==> config.mk <==
export PLATFORM = sky130hd
export DESIGN_NAME = sacl_front
export DESIGN_NICKNAME = d
export VERILOG_FILES = /design/src/sv/sacl_pkg.sv /design/src/sv/sacl_front.sv
export SDC_FILE = /design/constraint.sdc
export NUM_CORES = 1
export LEC_CHECK = 0
export ABC_AREA = 1
export BUFFER_PORTS_ARGS = -buffer_cell sky130_fd_sc_hd__buf_2
export CAP_MARGIN = 20
export CORE_MARGIN = 10
export CORE_UTILIZATION = 50
export DETAILED_ROUTE_END_ITERATION = 16
export PLACE_DENSITY_LB_ADDON = 0.05
export SETUP_SLACK_MARGIN = 0.05
export SLEW_MARGIN = 20
export SYNTH_ARGS = -nofsm -noshare
export SYNTH_HDL_FRONTEND = slang
export SYNTH_SLANG_ARGS = --single-unit
==> constraint.sdc <==
create_clock -name aclk -period 2.8 [get_ports aclk]
set_input_delay 0.56 -clock aclk [delete_from_list [all_inputs] [get_ports aclk]]
set_output_delay 0.56 -clock aclk [all_outputs]
set_load 0.01 [all_outputs]
==> src/sv/sacl_pkg.sv <==
// Shared constants and types for the set-associative LRU cache lookup.
// Used by sacl_front, sacl_back and the top level set_assoc_cache_lru_lookup.
package sacl_pkg;

    localparam int DEF_WAYS     = 4;
    localparam int DEF_MAX_SETS = 64;

    localparam int ADDR_W    = 32;
    localparam int TAG_W     = 32;
    localparam int STAMP_W   = 32;
    localparam int CNT_W     = 32;
    localparam int WAY_OUT_W = 2;
    localparam int OFFS_W    = 5;
    localparam int IDXB_W    = 3;

    localparam int S_DATA_W = 32;
    localparam int M_DATA_W = 72;   // 1 + 2 + 32 + 32 = 67, padded to bytes

    localparam int CFG_ADDR_W = 3;
    localparam int CFG_DATA_W = 32;

    localparam logic [OFFS_W-1:0] OFFSET_BITS_RST = OFFS_W'(4);
    localparam logic [IDXB_W-1:0] INDEX_BITS_RST  = IDXB_W'(6);

    // Register select taken from paddr[2]
    localparam logic REG_OFFSET_BITS = 1'b0;
    localparam logic REG_INDEX_BITS  = 1'b1;

    typedef struct packed {
        logic               valid;
        logic [TAG_W-1:0]   tag;
        logic [STAMP_W-1:0] stamp;
    } sacl_entry_t;

    typedef enum logic [2:0] {
        ST_CLEAR = 3'b001,
        ST_IDLE  = 3'b010,
        ST_LOOK  = 3'b100
    } sacl_state_t;

endpackage

==> src/sv/sacl_front.sv <==
// Front part: splits each address into set and tag and holds it in a two-entry queue.
// Depends on sacl_pkg.
module sacl_front
    import sacl_pkg::*;
#(
    parameter int MAX_SETS = DEF_MAX_SETS,
    localparam int SET_W   = (MAX_SETS > 1) ? $clog2(MAX_SETS) : 1,
    localparam int IDX_CAP = $clog2(MAX_SETS + 1) - 1
) (
    input  logic                aclk,
    input  logic                aresetn,
    input  logic                s_tvalid,
    output logic                s_tready,
    input  logic [S_DATA_W-1:0] s_tdata,     // [31:0] address
    input  logic [OFFS_W-1:0]   cfg_offset,
    input  logic [IDXB_W-1:0]   cfg_index,
    input  logic                hold,
    output logic                q_valid,
    input  logic                q_pop,
    output logic [SET_W-1:0]    q_set,
    output logic [TAG_W-1:0]    q_tag
);

    logic [IDXB_W-1:0] ib;
    logic [ADDR_W-1:0] block;
    logic [ADDR_W-1:0] set_full;
    logic [SET_W-1:0]  set_d;
    logic [TAG_W-1:0]  tag_d;
    logic              push;

    logic [SET_W-1:0] set_q_reg [2];
    logic [TAG_W-1:0] tag_q_reg [2];
    logic             wr_ptr_reg, wr_ptr_next;
    logic             rd_ptr_reg, rd_ptr_next;
    logic [1:0]       cnt_reg, cnt_next;

    always_comb begin
        ib       = (int'(cfg_index) > IDX_CAP) ? IDXB_W'(IDX_CAP) : cfg_index;
        block    = s_tdata >> cfg_offset;
        set_full = block & ((ADDR_W'(1) << ib) - ADDR_W'(1));
        set_d    = set_full[SET_W-1:0];
        tag_d    = TAG_W'(block >> ib);
    end

    assign s_tready = (cnt_reg != 2'd2) && !hold;
    assign push     = s_tvalid && s_tready;
    assign q_valid  = (cnt_reg != 2'd0);
    assign q_set    = set_q_reg[rd_ptr_reg];
    assign q_tag    = tag_q_reg[rd_ptr_reg];

    always_comb begin
        wr_ptr_next = wr_ptr_reg ^ push;
        rd_ptr_next = rd_ptr_reg ^ (q_pop && q_valid);
        cnt_next    = cnt_reg + 2'(push) - 2'(q_pop && q_valid);
    end

    always_ff @(posedge aclk) begin
        if (!aresetn) begin
            wr_ptr_reg <= 1'b0;
            rd_ptr_reg <= 1'b0;
            cnt_reg    <= 2'd0;
        end else begin
            wr_ptr_reg <= wr_ptr_next;
            rd_ptr_reg <= rd_ptr_next;
            cnt_reg    <= cnt_next;
        end
    end

    always_ff @(posedge aclk) begin
        if (push) begin
            set_q_reg[wr_ptr_reg] <= set_d;
            tag_q_reg[wr_ptr_reg] <= tag_d;
        end
    end

endmodule

Yosys cells after proc, flatten, opt, wreduce, memory -nomap -nowiden
Memory sizes are Yosys's and may differ from the RTL's. A register that Yosys moved wholly into a read port is not among the register bits.
Cells that the tools add are included.

word-level totals
  register bits after elaboration = 4
  bits in writable memories = 76
  input bits = 45
  output and inout bits = 40
  word-level logic and storage cells = 26
  memories = 2

operators by class
  $add $sub $neg = 3
  order comparisons = 1
  equal/unequal tests = 1
  shifts and indexed selects = 3
  muxes and demuxes = 5
  bitwise operators = 3
  reduce and logical (&&, ||, !) cells = 5

memories
  name       words  width  read ports  clocked after Yosys merged registers in  wr ports  line              source
  tag_q_reg  2      32     1           1                                        1         sacl_front.sv:32  logic [TAG_W-1:0] tag_q_reg [2];
  set_q_reg  2      6      1           1                                        1         sacl_front.sv:31  logic [SET_W-1:0] set_q_reg [2];

operators by type and width
  operator             count
  $shr 32x3->32        1
  $shr 32x5->32        1
  $and 6x6->6          1
  $shl 1x3->6 const A  1
  $sub 6x1->6 const B  1
  $mux 1               4
  $gt 3x3->1 const B   1
  $logic_and 1x1->1    3
  $mux 3               1
  $add 2x1->2          1
  $ne 2x2->1 const B   1
  $reduce_bool 2->1    1
  $sub 2x1->2          1
  $xor 1x1->1          2
  $logic_not 1->1      1

Longest topological paths before layout
  depth after elaboration = 5
  gate-level depth with buffers = 12
  mapped depth without buffers = 11

Worst setup path after synthesis
Ideal clock, no wire load.

  kind = input to register
  from = input port hold
  to = memory set_q_reg[1][0] (netlist name), enable pin
  library setup time = 0.399 ns
  arrival time = 1.987 ns
  required time = 2.401 ns
  slack = 0.414 ns
  cell stages on the path = 3
  buffers on the path = 0
  cells stage by stage = a21oi_1 > and2_1 > ha_1

on the way
  word-level cells in the longest chain between the ends = 5

RTL lines
  item                          line              source
  from (decl)                   sacl_front.sv:17  input logic hold,
  $logic_not 1->1               sacl_front.sv:45  assign s_tready = (cnt_reg != 2'd2) && !hold;
  $logic_and 1x1->1             sacl_front.sv:45
  $logic_and 1x1->1             sacl_front.sv:46  assign push = s_tvalid && s_tready;
  $mux 1                        sacl_front.sv:70  if (push) begin
  $mux 1 (implied by the code)  sacl_front.sv:71  set_q_reg[wr_ptr_reg] <= set_d;
  to (decl)                     sacl_front.sv:31

Every way passes these cells.

Final worst setup path
  from = input port cfg_offset[0]
  to = memory tag_q_reg[0][0] (data pin)

on the way
  word-level cells in the longest chain between the ends = 2

RTL lines
  item           line              source
  from (decl)    sacl_front.sv:15  input logic [OFFS_W-1:0] cfg_offset,
  $shr 32x5->32  sacl_front.sv:39  block = s_tdata >> cfg_offset;
  $shr 32x3->32  sacl_front.sv:42  tag_d = TAG_W'(block >> ib);
  via tag_d[0]   sacl_front.sv:28  logic [TAG_W-1:0] tag_d;
  to (decl)      sacl_front.sv:32

The timed path passes the listed nets, and every way through them passes these cells.

==> out/metrics.cfg <==
[grt]
grt_max_degree = 39
grt_pass1_wl_microns = 27800
overflow = 0
grt_pass1_vias = 5308
track_usage = 0.210
antenna_found_initial = 0

[critical_path]
endpoint_kind = flip-flop
path_class = input port to flip-flop
cp_max_fo = 32
startpoint_type = input port
reg2reg_depth = 9
cp.arrival_ns = 2.39
reg2reg_slack_ns = 1.02
worstPathRequired_ns = 3.00

[routing]
first_iter_violations = 743
drt-pass1-iter-count = 7
via_per_inst = 6.02
drc = 0
wire_per_inst_microns = 18.0
ant_nets = 0
num_vias = 5601
routed_wl_microns = 16700

[cts]
cts.clk_slew.worst_paths_ns = 0.06
ctsHtreeMaxLevel = 3
worstSkewPairLatency_ns = 0.35
cts_tree = built
cts_sinks = 81
cts_buffer_depth = 2
cts_buffers = 9
cts_setup_buffers = 0
cts_resized = 0
clockRootBuffer = clkbuf_16
hold_buffers = 0

[cells_and_area]
drive_gt1_frac = 0.205
final_cells = 931
final_common_cell = nand3_1
num_antenna_cells = 0
largest_reg_flops = 64
final_area_sq_um = 6450
mostFrequentLayoutCells = nand3_1, nand2_1, buf_2
area_growth_pct = 14.3
final_nets = 835

[floorplanning]
io_pins = 85
start_util = 0.516
die_area_sq_um = 15900
fp-row-count = 38
fp.dieH_microns = 126
die_w_microns = 126
coreArea_sq_um = 10900

[yosys]
syn_nets = 774
netlist_top_cells_area = edfxtp_1, nand3_1, nand2_1, mux2_2, nand4_1
ys.warnings.count = 0
synth_area_sq_um = 5650
syn_avg_cell_area_sq_um = 7.79
yosys.area.top_type = edfxtp_1
yosysSeqAreaShare = 0.422
synth.top_cell.area_share = 0.404
yosys.cell_types.count = 28
synth_cells = 725
ys_seq_elements = 81

[power]
leakage_nw = 2.77
p_comb_frac = 0.338
powerDensity_nw_per_um2 = 612
intPower_mw = 2.66
p_sw_mw = 1.29
seqPwrFrac = 0.383
peakVddDrop_mv = 0.605
p_clk_frac = 0.278
swShare = 0.327

[sta]
slew_viol_final = 0
setup_tns_ns = 0
relSlewSlack = 0.357
layout_setup_ws_ns = 0.611
hold_viol_final = 0
final.min_clock_period_ns = 2.19
final.setup_skew_ns = 0.00821
fmax_ghz = 0.457
fin_crit_sh = 0.782
rsz0062_at_grt = no
whs_ns = 0.432
setup_violations = 0
tightest_slew_ns = 0.964

[place]
placedInstanceArea_sq_um = 6170
dpl_worst_slack_ns = 0.287
dp_cells = 915
numPortBuffers = 84
dp_hpwl_microns = 12400
gp_congestion = 0.980

[flow_run]
max-cap-violations = 0

[status]
status = complete, no violations

[hold_path]
min_path_type = input port to flip-flop
min_delay_path_depth = 3

## worst max-delay path, stage by stage
cell and delay (ns):
buf_2 0.11, inv_2 0.38, nand2_1 0.13, nand3_1 0.16
nand3_1 0.11, nand3_1 0.22, nand3_1 0.18, nand3_1 0.15
nand3_1 0.09, nand2_1 0.09, nand2_1 0.06, nand2_1 0.13
## cell usage after synthesis
library cell / n
a211oi_1: 1
a21oi_1: 7
a22oi_1: 1
and2_1: 1
buf_1: 10
buf_2: 22
buf_4: 2
clkbuf_1: 17
clkinv_1: 2
dfxtp_1: 5
edfxtp_1: 76
ha_1: 4
inv_1: 14
inv_2: 6
mux2_2: 38
nand2_1: 161
nand3_1: 301
nand4_1: 20
nor2_1: 16
nor2_4: 1
nor3_1: 1
nor4_1: 1
o21ai_0: 3
o21ai_1: 9
or2_0: 1
or2_1: 2
or2_2: 1
xor2_1: 2
## metrics by stage
stage	power, mW	util
3_5_place_dp	2.88	0.564
3_3_place_gp	2.85	0.564
4_1_cts	3.98	0.590
6_report	3.95	0.590
5_1_grt	4.20	0.590
2_1_floorplan	2.45	-
## cell families after synthesis
logic type / synth area share
AND/OR/NAND/NOR: 0.416
AO/OA/AOI/OAI: 0.0195
adder cells (fa/ha/maj): 0.00886
buffers and inverters: 0.0547
XOR/XNOR: 0.00310
multiplexers: 0.0758
flip-flops: 0.422
## per-layer routing
| layer | wire (microns) | global-route usage |
|---|---|---|
| met1 | 7460 | 0.291 |
| met2 | 7690 | 0.322 |
| met3 | 1260 | 0.0516 |
| met4 | 302 | 0.0529 |
| met5 | 0 | 0 |
## final cells by class
type | instances | area, sq um
fill | 1028 | 4480
timing repair buffer | 101 | 573
clock buffer | 12 | 256
multi-input combinational | 571 | 2960
tap | 140 | 175
inverter | 22 | 82.6
sequential | 81 | 2380
clock inverter | 4 | 27.5
## worst paths after layout
check | startpoint | to
worst max-delay path | cfg_offset[0] | tag_q_reg[0][0]
worst min-delay path | aresetn | cnt_reg[0]
worst min register to register | rd_ptr_reg | rd_ptr_reg
worst max register to register | cnt_reg[1] | cnt_reg[1]
## power by group through the flow
stage	registers [mW]	logic [mW]	clock network (mW)
floorplan	1.53	0.924	0
global placement	1.53	1.32	0
detailed placement	1.54	1.34	0
CTS	1.51	1.35	1.12
global route	1.53	1.50	1.17
finish	1.51	1.34	1.10
Note: power is estimated with default switching activity, not from simulation.
